$ cat config.mk
export PLATFORM = sky130hd
export DESIGN_NAME = arq_receiver_window_flat
export DESIGN_NICKNAME = d
export VERILOG_FILES = /design/src/hw/rtl/arqrw_pkg.sv /design/src/hw/rtl/arqrw_req_if.sv /design/src/hw/rtl/arqrw_rsp_if.sv /design/src/hw/rtl/arqrw_ctrl.sv /design/src/hw/rtl/arqrw_dpath.sv /design/src/hw/rtl/arq_receiver_window.sv /design/src/flat_wrapper.sv
export SDC_FILE = /design/constraint.sdc
export NUM_CORES = 2
export LEC_CHECK = 0
export ABC_AREA = 1
export BUFFER_PORTS_ARGS = -buffer_cell sky130_fd_sc_hd__buf_4
export CAP_MARGIN = 20
export CORE_MARGIN = 10
export CORE_UTILIZATION = 50
export DETAILED_ROUTE_END_ITERATION = 7
export PLACE_DENSITY = 0.76
export SLEW_MARGIN = 15
export SYNTH_ARGS = -nofsm -noshare
export SYNTH_HDL_FRONTEND = slang
export SYNTH_SLANG_ARGS = --single-unit
$ cat constraint.sdc
create_clock -name clock -period 20.3 [get_ports clock]
set_input_delay 2.03 -clock clock [delete_from_list [all_inputs] [get_ports clock]]
set_output_delay 2.03 -clock clock [all_outputs]
set_load 0.02 [all_outputs]
$ cat src/hw/rtl/arqrw_pkg.sv
// Shared widths, mode codes and controller interface types for the ARQ receiver window.
package arqrw_pkg;

   localparam int SEQ_W         = 10;
   localparam int NUM_W         = 11;
   localparam int CNT_W         = 16;
   localparam int MODE_W        = 2;
   localparam int SEQ_LIMIT     = 2 ** SEQ_W;
   localparam int SEQ_SPACE_DEF = 1024;

   localparam logic [CNT_W-1:0]  CNT_MAX = '1;

   localparam logic [MODE_W-1:0] MODE_STOP_WAIT = 2'd0;
   localparam logic [MODE_W-1:0] MODE_GO_BACK_N = 2'd1;
   localparam logic [MODE_W-1:0] MODE_SELECTIVE = 2'd2;

   typedef struct packed {
      logic clear_wr;
      logic accept;
      logic scan_rd;
      logic scan_step;
      logic load_out;
   } arqrw_cmd_type;

   typedef struct packed {
      logic clear_last;
      logic need_scan;
      logic at_limit;
      logic map_bit;
   } arqrw_stat_type;

   function automatic logic [CNT_W-1:0] sat_inc(input logic [CNT_W-1:0] value);
      return (value == CNT_MAX) ? value : value + 1'b1;
   endfunction

endpackage

$ cat src/hw/rtl/arqrw_req_if.sv
// Input channel carrying one arrived frame per item.
interface arqrw_req_if import arqrw_pkg::*; ();
   logic             valid;
   logic             ready;
   logic             frame_ok;
   logic [SEQ_W-1:0] seq_num;

   modport source (output valid, output frame_ok, output seq_num, input ready);
   modport sink   (input valid, input frame_ok, input seq_num, output ready);
endinterface

$ cat src/hw/rtl/arqrw_rsp_if.sv
// Result channel carrying the acknowledgement decision and counters per item.
interface arqrw_rsp_if import arqrw_pkg::*; ();
   logic                    valid;
   logic                    ready;
   logic                    ack_valid;
   logic signed [NUM_W-1:0] ack_seq;
   logic                    misordered;
   logic [NUM_W-1:0]        delivered_count;
   logic [NUM_W-1:0]        next_expected;
   logic [CNT_W-1:0]        received_total;
   logic [CNT_W-1:0]        corrupt_total;
   logic [CNT_W-1:0]        misordered_total;

   modport source (output valid, output ack_valid, output ack_seq, output misordered,
                   output delivered_count, output next_expected, output received_total,
                   output corrupt_total, output misordered_total, input ready);
   modport sink   (input valid, input ack_valid, input ack_seq, input misordered,
                   input delivered_count, input next_expected, input received_total,
                   input corrupt_total, input misordered_total, output ready);
endinterface

$ cat src/hw/rtl/arqrw_ctrl.sv
// Controller state machine: map clearing, item acceptance, window scan and result hand-off.
module arqrw_ctrl import arqrw_pkg::*; (
   input  logic           clock,
   input  logic           reset,
   input  logic           req_valid,
   output logic           req_ready,
   output logic           rsp_valid,
   input  logic           rsp_ready,
   input  arqrw_stat_type stat,
   output arqrw_cmd_type  cmd
);

   typedef enum logic [2:0] {
      ST_CLEAR,
      ST_IDLE,
      ST_SCAN_RD,
      ST_SCAN_CHK,
      ST_OUT
   } state_type;

   state_type state_ff, state_in;
   logic      rsp_valid_ff, rsp_valid_in;

   always_comb begin
      state_in     = state_ff;
      cmd          = '0;
      rsp_valid_in = rsp_valid_ff && !rsp_ready;
      case (state_ff)
         ST_CLEAR: begin
            cmd.clear_wr = 1'b1;
            if (stat.clear_last) begin
               state_in = ST_IDLE;
            end
         end
         ST_IDLE: begin
            if (req_valid) begin
               cmd.accept = 1'b1;
               state_in   = stat.need_scan ? ST_SCAN_RD : ST_OUT;
            end
         end
         ST_SCAN_RD: begin
            if (stat.at_limit) begin
               state_in = ST_OUT;
            end else begin
               cmd.scan_rd = 1'b1;
               state_in    = ST_SCAN_CHK;
            end
         end
         ST_SCAN_CHK: begin
            if (stat.map_bit) begin
               cmd.scan_step = 1'b1;
               state_in      = ST_SCAN_RD;
            end else begin
               state_in = ST_OUT;
            end
         end
         ST_OUT: begin
            if (!rsp_valid_ff || rsp_ready) begin
               cmd.load_out = 1'b1;
               rsp_valid_in = 1'b1;
               state_in     = ST_IDLE;
            end
         end
         default: begin
            state_in = ST_CLEAR;
         end
      endcase
   end

   always_ff @(posedge clock) begin
      if (reset) begin
         state_ff     <= ST_CLEAR;
         rsp_valid_ff <= 1'b0;
      end else begin
         state_ff     <= state_in;
         rsp_valid_ff <= rsp_valid_in;
      end
   end

   assign req_ready = (state_ff == ST_IDLE);
   assign rsp_valid = rsp_valid_ff;

endmodule

$ cat src/hw/rtl/arqrw_dpath.sv
// Datapath: mode register, expected number, received bitmap memory, counters and result register.
module arqrw_dpath import arqrw_pkg::*; #(
   parameter int SEQ_SPACE = SEQ_SPACE_DEF
) (
   input  logic                    clock,
   input  logic                    reset,
   input  logic                    csr_wr_en,
   input  logic [MODE_W-1:0]       csr_wr_data,
   input  logic                    req_frame_ok,
   input  logic [SEQ_W-1:0]        req_seq_num,
   input  arqrw_cmd_type           cmd,
   output arqrw_stat_type          stat,
   output logic                    rsp_ack_valid,
   output logic signed [NUM_W-1:0] rsp_ack_seq,
   output logic                    rsp_misordered,
   output logic [NUM_W-1:0]        rsp_delivered_count,
   output logic [NUM_W-1:0]        rsp_next_expected,
   output logic [CNT_W-1:0]        rsp_received_total,
   output logic [CNT_W-1:0]        rsp_corrupt_total,
   output logic [CNT_W-1:0]        rsp_misordered_total
);

   // Only numbers below the seq_num field's range can ever be marked.
   localparam int MAP_DEPTH = (SEQ_SPACE < SEQ_LIMIT) ? SEQ_SPACE : SEQ_LIMIT;
   localparam int IDX_W     = $clog2(MAP_DEPTH);
   localparam int EXP_W     = $clog2(MAP_DEPTH + 1);

   logic                map_mem [MAP_DEPTH];
   logic                map_bit_ff;
   logic [IDX_W-1:0]    clr_idx_ff;
   logic [MODE_W-1:0]   mode_ff;
   logic [EXP_W-1:0]    exp_ff, exp_in;
   logic [NUM_W-1:0]    moved_ff, moved_in;
   logic [CNT_W-1:0]    good_ff, bad_ff, mis_ff;
   logic                ack_v_ff, ack_v_in;
   logic [NUM_W-1:0]    ack_s_ff, ack_s_in;
   logic                ooo_ff, ooo_in;
   logic                mark_in, step_one;

   logic                out_ack_v_ff, out_ooo_ff;
   logic [NUM_W-1:0]    out_ack_s_ff, out_moved_ff, out_exp_ff;
   logic [CNT_W-1:0]    out_good_ff, out_bad_ff, out_mis_ff;

   logic [NUM_W-1:0]    seq_ext, exp_ext, exp_prev;
   logic                in_space, seq_match, seq_above;

   assign seq_ext   = {1'b0, req_seq_num};
   assign exp_ext   = NUM_W'(exp_ff);
   assign exp_prev  = exp_ext - 1'b1;
   assign in_space  = seq_ext < NUM_W'(MAP_DEPTH);
   assign seq_match = seq_ext == exp_ext;
   assign seq_above = seq_ext > exp_ext;

   always_comb begin
      ack_v_in = 1'b0;
      ack_s_in = '0;
      ooo_in   = 1'b0;
      mark_in  = 1'b0;
      step_one = 1'b0;
      if (req_frame_ok) begin
         if (!in_space) begin
            ooo_in   = 1'b1;
            ack_v_in = 1'b1;
            ack_s_in = exp_prev;
         end else begin
            case (mode_ff)
               MODE_STOP_WAIT: begin
                  ack_v_in = 1'b1;
                  if (seq_match) begin
                     ack_s_in = seq_ext;
                     step_one = 1'b1;
                  end else begin
                     ooo_in   = 1'b1;
                     ack_s_in = exp_prev;
                  end
               end
               MODE_GO_BACK_N: begin
                  if (seq_match) begin
                     ack_v_in = 1'b1;
                     ack_s_in = seq_ext;
                     mark_in  = 1'b1;
                  end else begin
                     ooo_in   = 1'b1;
                     ack_v_in = seq_above;
                     ack_s_in = seq_above ? exp_prev : '0;
                  end
               end
               default: begin
                  // Selective repeat; the unused fourth code behaves the same.
                  ack_v_in = 1'b1;
                  ack_s_in = seq_ext;
                  if (seq_match || seq_above) begin
                     mark_in = 1'b1;
                  end else begin
                     ooo_in = 1'b1;
                  end
               end
            endcase
         end
      end
   end

   always_comb begin
      exp_in   = exp_ff;
      moved_in = moved_ff;
      if (cmd.accept) begin
         exp_in   = step_one ? exp_ff + 1'b1 : exp_ff;
         moved_in = step_one ? NUM_W'(1) : '0;
      end else if (cmd.scan_step) begin
         exp_in   = exp_ff + 1'b1;
         moved_in = moved_ff + 1'b1;
      end
   end

   assign stat.clear_last = (clr_idx_ff == IDX_W'(MAP_DEPTH - 1));
   assign stat.need_scan  = mark_in;
   assign stat.at_limit   = (exp_ff == EXP_W'(MAP_DEPTH));
   assign stat.map_bit    = map_bit_ff;

   always_ff @(posedge clock) begin
      if (cmd.clear_wr) begin
         map_mem[clr_idx_ff] <= 1'b0;
      end else if (cmd.accept && mark_in) begin
         map_mem[req_seq_num[IDX_W-1:0]] <= 1'b1;
      end
      if (cmd.scan_rd) begin
         map_bit_ff <= map_mem[exp_ff[IDX_W-1:0]];
      end
   end

   always_ff @(posedge clock) begin
      if (reset) begin
         clr_idx_ff <= '0;
         mode_ff    <= MODE_STOP_WAIT;
         exp_ff     <= '0;
         good_ff    <= '0;
         bad_ff     <= '0;
         mis_ff     <= '0;
      end else begin
         if (cmd.clear_wr) begin
            clr_idx_ff <= clr_idx_ff + 1'b1;
         end
         if (csr_wr_en) begin
            mode_ff <= csr_wr_data;
         end
         exp_ff <= exp_in;
         if (cmd.accept) begin
            if (req_frame_ok) begin
               good_ff <= sat_inc(good_ff);
            end else begin
               bad_ff <= sat_inc(bad_ff);
            end
            if (ooo_in) begin
               mis_ff <= sat_inc(mis_ff);
            end
         end
      end
   end

   always_ff @(posedge clock) begin
      moved_ff <= moved_in;
      if (cmd.accept) begin
         ack_v_ff <= ack_v_in;
         ack_s_ff <= ack_s_in;
         ooo_ff   <= ooo_in;
      end
      if (cmd.load_out) begin
         out_ack_v_ff <= ack_v_ff;
         out_ack_s_ff <= ack_s_ff;
         out_ooo_ff   <= ooo_ff;
         out_moved_ff <= moved_ff;
         out_exp_ff   <= exp_ext;
         out_good_ff  <= good_ff;
         out_bad_ff   <= bad_ff;
         out_mis_ff   <= mis_ff;
      end
   end

   assign rsp_ack_valid        = out_ack_v_ff;
   assign rsp_ack_seq          = $signed(out_ack_s_ff);
   assign rsp_misordered       = out_ooo_ff;
   assign rsp_delivered_count  = out_moved_ff;
   assign rsp_next_expected    = out_exp_ff;
   assign rsp_received_total   = out_good_ff;
   assign rsp_corrupt_total    = out_bad_ff;
   assign rsp_misordered_total = out_mis_ff;

endmodule

$ cat src/hw/rtl/arq_receiver_window.sv
// ARQ receiver window top level.
//
// Each item on req_ch is one arrived frame: frame_ok low marks a corrupt frame,
// otherwise seq_num carries its sequence number. Each item yields exactly one
// item on rsp_ch with the acknowledgement decision, the window advance, the
// next expected number and the three saturating frame counters.
// csr_wr_en with csr_wr_data writes the mode: stop-and-wait, go-back-N or
// selective repeat; write it only while the block is idle.
// Flow: an accepted item that marks the bitmap in go-back-N or selective repeat
// starts a scan that reads the bitmap memory at the expected number, checks the
// bit read, and on a set bit advances the window by one entry and reads again;
// it stops at a clear bit or at the end of the sequence space. The result is then
// loaded into the output register; every other item goes there without a scan.
// One item is in work at a time; the next one is accepted at the edge where the
// result can first be taken.
// After reset the bitmap memory is cleared, one entry per cycle, across all 1024
// entries (SEQ_SPACE when smaller); no item is accepted during that pass.
// If rsp_ch stalls, the finished result waits in the output register and the
// next item is still accepted; its result waits until the register is free.
module arq_receiver_window import arqrw_pkg::*; #(
   parameter int SEQ_SPACE = SEQ_SPACE_DEF
) (
   input  logic              clock,
   input  logic              reset,
   arqrw_req_if.sink         req_ch,
   arqrw_rsp_if.source       rsp_ch,
   input  logic              csr_wr_en,
   input  logic [MODE_W-1:0] csr_wr_data
);

   arqrw_cmd_type  cmd;
   arqrw_stat_type stat;

   arqrw_ctrl u_ctrl (
      .clock     (clock),
      .reset     (reset),
      .req_valid (req_ch.valid),
      .req_ready (req_ch.ready),
      .rsp_valid (rsp_ch.valid),
      .rsp_ready (rsp_ch.ready),
      .stat      (stat),
      .cmd       (cmd)
   );

   arqrw_dpath #(
      .SEQ_SPACE (SEQ_SPACE)
   ) u_dpath (
      .clock                (clock),
      .reset                (reset),
      .csr_wr_en            (csr_wr_en),
      .csr_wr_data          (csr_wr_data),
      .req_frame_ok         (req_ch.frame_ok),
      .req_seq_num          (req_ch.seq_num),
      .cmd                  (cmd),
      .stat                 (stat),
      .rsp_ack_valid        (rsp_ch.ack_valid),
      .rsp_ack_seq          (rsp_ch.ack_seq),
      .rsp_misordered       (rsp_ch.misordered),
      .rsp_delivered_count  (rsp_ch.delivered_count),
      .rsp_next_expected    (rsp_ch.next_expected),
      .rsp_received_total   (rsp_ch.received_total),
      .rsp_corrupt_total    (rsp_ch.corrupt_total),
      .rsp_misordered_total (rsp_ch.misordered_total)
   );

endmodule

$ cat src/flat_wrapper.sv
// flat-port wrapper written by rule: the top's interface ports become plain ports
module arq_receiver_window_flat import arqrw_pkg::*;
#(
   parameter int SEQ_SPACE = SEQ_SPACE_DEF
)
  (clock, reset, csr_wr_en, csr_wr_data, req_ch_valid, req_ch_frame_ok, req_ch_seq_num, req_ch_ready, rsp_ch_valid, rsp_ch_ack_valid, rsp_ch_ack_seq, rsp_ch_misordered, rsp_ch_delivered_count, rsp_ch_next_expected, rsp_ch_received_total, rsp_ch_corrupt_total, rsp_ch_misordered_total, rsp_ch_ready);
  arqrw_req_if req_ch_i ();
  arqrw_rsp_if rsp_ch_i ();
  input  logic clock;
  input  logic reset;
  input  logic csr_wr_en;
  input  logic [MODE_W-1:0] csr_wr_data;
  input wire logic [$bits(req_ch_i.valid)-1:0] req_ch_valid;
  input wire logic [$bits(req_ch_i.frame_ok)-1:0] req_ch_frame_ok;
  input wire logic [$bits(req_ch_i.seq_num)-1:0] req_ch_seq_num;
  output wire logic [$bits(req_ch_i.ready)-1:0] req_ch_ready;
  output wire logic [$bits(rsp_ch_i.valid)-1:0] rsp_ch_valid;
  output wire logic [$bits(rsp_ch_i.ack_valid)-1:0] rsp_ch_ack_valid;
  output wire logic [$bits(rsp_ch_i.ack_seq)-1:0] rsp_ch_ack_seq;
  output wire logic [$bits(rsp_ch_i.misordered)-1:0] rsp_ch_misordered;
  output wire logic [$bits(rsp_ch_i.delivered_count)-1:0] rsp_ch_delivered_count;
  output wire logic [$bits(rsp_ch_i.next_expected)-1:0] rsp_ch_next_expected;
  output wire logic [$bits(rsp_ch_i.received_total)-1:0] rsp_ch_received_total;
  output wire logic [$bits(rsp_ch_i.corrupt_total)-1:0] rsp_ch_corrupt_total;
  output wire logic [$bits(rsp_ch_i.misordered_total)-1:0] rsp_ch_misordered_total;
  input wire logic [$bits(rsp_ch_i.ready)-1:0] rsp_ch_ready;
  assign req_ch_i.valid = req_ch_valid;
  assign req_ch_i.frame_ok = req_ch_frame_ok;
  assign req_ch_i.seq_num = req_ch_seq_num;
  assign req_ch_ready = req_ch_i.ready;
  assign rsp_ch_valid = rsp_ch_i.valid;
  assign rsp_ch_ack_valid = rsp_ch_i.ack_valid;
  assign rsp_ch_ack_seq = rsp_ch_i.ack_seq;
  assign rsp_ch_misordered = rsp_ch_i.misordered;
  assign rsp_ch_delivered_count = rsp_ch_i.delivered_count;
  assign rsp_ch_next_expected = rsp_ch_i.next_expected;
  assign rsp_ch_received_total = rsp_ch_i.received_total;
  assign rsp_ch_corrupt_total = rsp_ch_i.corrupt_total;
  assign rsp_ch_misordered_total = rsp_ch_i.misordered_total;
  assign rsp_ch_i.ready = rsp_ch_ready;
  arq_receiver_window #(.SEQ_SPACE(SEQ_SPACE)) u_core (.clock(clock), .reset(reset), .req_ch(req_ch_i), .rsp_ch(rsp_ch_i), .csr_wr_en(csr_wr_en), .csr_wr_data(csr_wr_data));
endmodule
==> impl_metrics.yaml <==
cells_and_area:
  areaGrowthSynthToFinish_pct: 10.3
  insertedDiodeCount: 0
  final_util: 0.558
  multiInputGateArea_um2: 17100
  regArea_um2: 35500
  fill_cells: 9154
  drive_gt1_frac: 0.0680
  nets: 5972
grt:
  grt_pass1_wl_mm: 221
  grt_max_degree: 218
  antenna_found_initial: 1
  overflow: 0
  grt_pass1_vias: 38873
  grtUsageTotal: 0.224
placed_design:
  port_buffers: 102
  post-dp-hpwl_mm: 79.4
  gp_congestion: 0.883
synthesis:
  synth-edff-count: 1132
  syn_area_um2: 55300
  synth_top_cells_by_area: "edfxtp_1 61%, nor2_1 12%, nand2_1 9.9%"
  synth_commonest_cells: "1785 x nor2_1, 1463 x nand2_1, 1132 x edfxtp_1, 427 x o21ai_0, 323 x inv_1"
  ys_ff_latch: 1207
  yosysMostFrequentCell: "nor2_1"
  syn_area_per_cell_um2: 9.15
  ys_seq_area_frac: 0.642
  yosysTopAreaCell: "edfxtp_1"
  netlist_instances: 6046
  syn_nets: 6082
  synth_cell_type_count: 43
  synthFlopType: "edfxtp_1"
  yosysTopAreaCellShare: 0.614
  async_reset_ff_frac: 0
  yosysWarningCount: 0
power_and_ir_drop:
  power_frac_comb: 0.012
  powerDensity_nw_per_um2: 79.4
  p_leak_nw: 23.8
  p_clk_frac: 0.435
  p_int_mw: 3.88
  p_seq_frac: 0.553
  switching_share: 0.199
  p_sw_mw: 0.965
  ir_drop_v: 0.0000728
cts:
  cts-root-buf: "clkbuf_16"
  clock_path_buffers: 3
  h-tree-depth: 3
  cts_hold_repair.buffers: 0
  cts.sinks: 1207
  cts.reportedPaths.clkPinSlew_ps: 60
  cts_tree: "yes"
  cts_buffers: 120
  clock_latency_ps: 720
  cts_repair_resize_count: 0
  postCtsSetupBuffers: 0
setup_path:
  cp_max_fo: 29
  worstSetupPathType: "input port to flip-flop"
  critPathLaunchType: "input port"
  crit_required_ps: 20690
  cp-end-kind: "flip-flop"
  worstPathArrival_ps: 6560
hold_path:
  hold_class: "flip-flop to flip-flop"
die:
  core_region_area_um2: 109000
  placementRows: 121
  die_x_um: 353
  dieArea_um2: 124000
  pin_count: 103
  fp.dieH_um: 353
  start_util: 0.506
sta:
  skew_ps: 37.4
  maxSlewHeadroom: 0.247
  maxSlewViolCount: 0
  rsz0062_at_grt: "no"
  period_share: 0.304
  period_minus_slack_ps: 6170
  tightest_slew_ps: 1130
  timing_hold_violations_final: 0
  max_clock_freq_mhz: 162
  setup_viol_count_final: 0
  finalSetupTns_ps: 0
drt:
  ant_nets: 0
  drt-wirelength-per-cell_um: 19.3
  dr.pass1.iters: 8
  drtIter0Drc: 5826
  via_count: 41797
  drcViolationCount: 0
  wirelength_mm: 145
  drt-vias-per-instance: 5.57
status:
  status: "completed"
run:
  maxCapViolations: 0
-- path summary, 6_finish.rpt --
path	start	end	slack [ps]	cells after the start
worst max-delay path	req_ch_seq_num[9]	u_core.u_dpath.map_mem[170]	14130	16
worst min-delay path	u_core.u_dpath.ack_v_ff	u_core.u_dpath.rsp_ack_valid	410	0
worst max register to register	u_core.u_dpath.exp_ext[1]	u_core.u_dpath.map_mem[170]	14190	14
worst min register to register	u_core.u_dpath.ack_v_ff	u_core.u_dpath.rsp_ack_valid	410	0
-- state kept, by name, indices dropped and copies added (netlist names), 16 cells and up --
register / count
u_core.u_dpath.bad_ff: 16
u_core.u_dpath.good_ff: 16
u_core.u_dpath.map_mem: 1024
u_core.u_dpath.mis_ff: 16
u_core.u_dpath.rsp_corrupt_total: 16
u_core.u_dpath.rsp_misordered_total: 16
u_core.u_dpath.rsp_received_total: 16
-- power groups by stage --
stage / registers (mW) / logic, mW / clock network [mW]
finish: 2.68 / 0.0584 / 2.11
global placement: 2.73 / 0.0510 / 0
global route: 2.68 / 0.0614 / 2.22
detailed placement: 2.73 / 0.0545 / 0
CTS: 2.68 / 0.0546 / 2.12
floorplan: 2.73 / 0.0298 / 0
-- cell families after synthesis --
logic type,Yosys count,synth area share
adders and majority gates,18,0.00407
AOI/OAI and AO/OA,540,0.0503
and+or+nand+nor,3529,0.249
buffers and inverters,739,0.0535
DFF,1207,0.642
xor gates and xnor gates,13,0.00206
-- critical path: stages --
cell	delay (ps)
buf_4	130
ha_1	300
inv_1	50
nor2_2	90
nand2_1	80
nor2_2	140
nand3_2	250
nand4_1	210
nand2_1	80
nand2_2	130
nand2_2	350
o21ai_2	340
inv_1	110
nor2_2	730
nand3_2	1090
nor2_1	400
-- cells in the final DEF, fill, tap and decap left out, types with 4 or more instances in the layout --
cell | netlist | layout
a21oi_1 | 76 | 75
bufinv_16 | 0 | 8
clkinv_1 | 3 | 29
nor3b_1 | 10 | 10
buf_4 | 2 | 150
nor2_1 | 1785 | 1783
inv_1 | 323 | 320
nand2_1 | 1463 | 1459
a31oi_1 | 7 | 7
nand3_1 | 172 | 146
o22ai_1 | 4 | 4
nor2_2 | 18 | 18
ha_1 | 18 | 18
buf_8 | 0 | 8
o21ai_1 | 6 | 6
clkinv_2 | 0 | 22
o21ai_0 | 427 | 427
edfxtp_1 | 1132 | 1132
dfxtp_1 | 75 | 73
buf_12 | 0 | 7
nand4_1 | 21 | 21
o21a_1 | 9 | 9
nor4_1 | 6 | 6
nor3_1 | 37 | 37
nand2_2 | 3 | 7
nor2_4 | 2 | 4
clkbuf_1 | 227 | 29
xor2_1 | 10 | 10
clkbuf_16 | 0 | 121
buf_16 | 0 | 12
nand3_2 | 8 | 33
-- stage by stage --
stage	hold slack, ps	setup WS, ps	std cells	power [mW]	instance area, µm²
after global routing	422	13820	7501	4.96	61000
after detailed placement	405	13250	7277	2.79	57100
final	413	14130	7501	4.85	61000
after global placement	401	13300	7269	2.79	56900
after floorplan	400	3550	6046	2.76	55300
after CTS	417	13980	7488	4.86	60800
-- per-layer routing --
metal  global-route usage  part of all wire  vias up
met5                    0           0.00018        -
met4               0.0852             0.038        2
met3               0.0475              0.12      353
met2                0.361              0.46     2314
met1                0.296              0.38    19772
li1                     -                 -    19356
-- cell type report --
type / instances / share of cell area
Multi-Input combinational cell: 4100 / 0.279
Timing Repair Buffer: 178 / 0.0283
Inverter: 329 / 0.0206
Sequential cell: 1207 / 0.582
Clock inverter: 60 / 0.00828
Tap cell: 1476 / 0.0303
Clock buffer: 151 / 0.0516
Note: power is estimated with default switching activity, not from simulation.
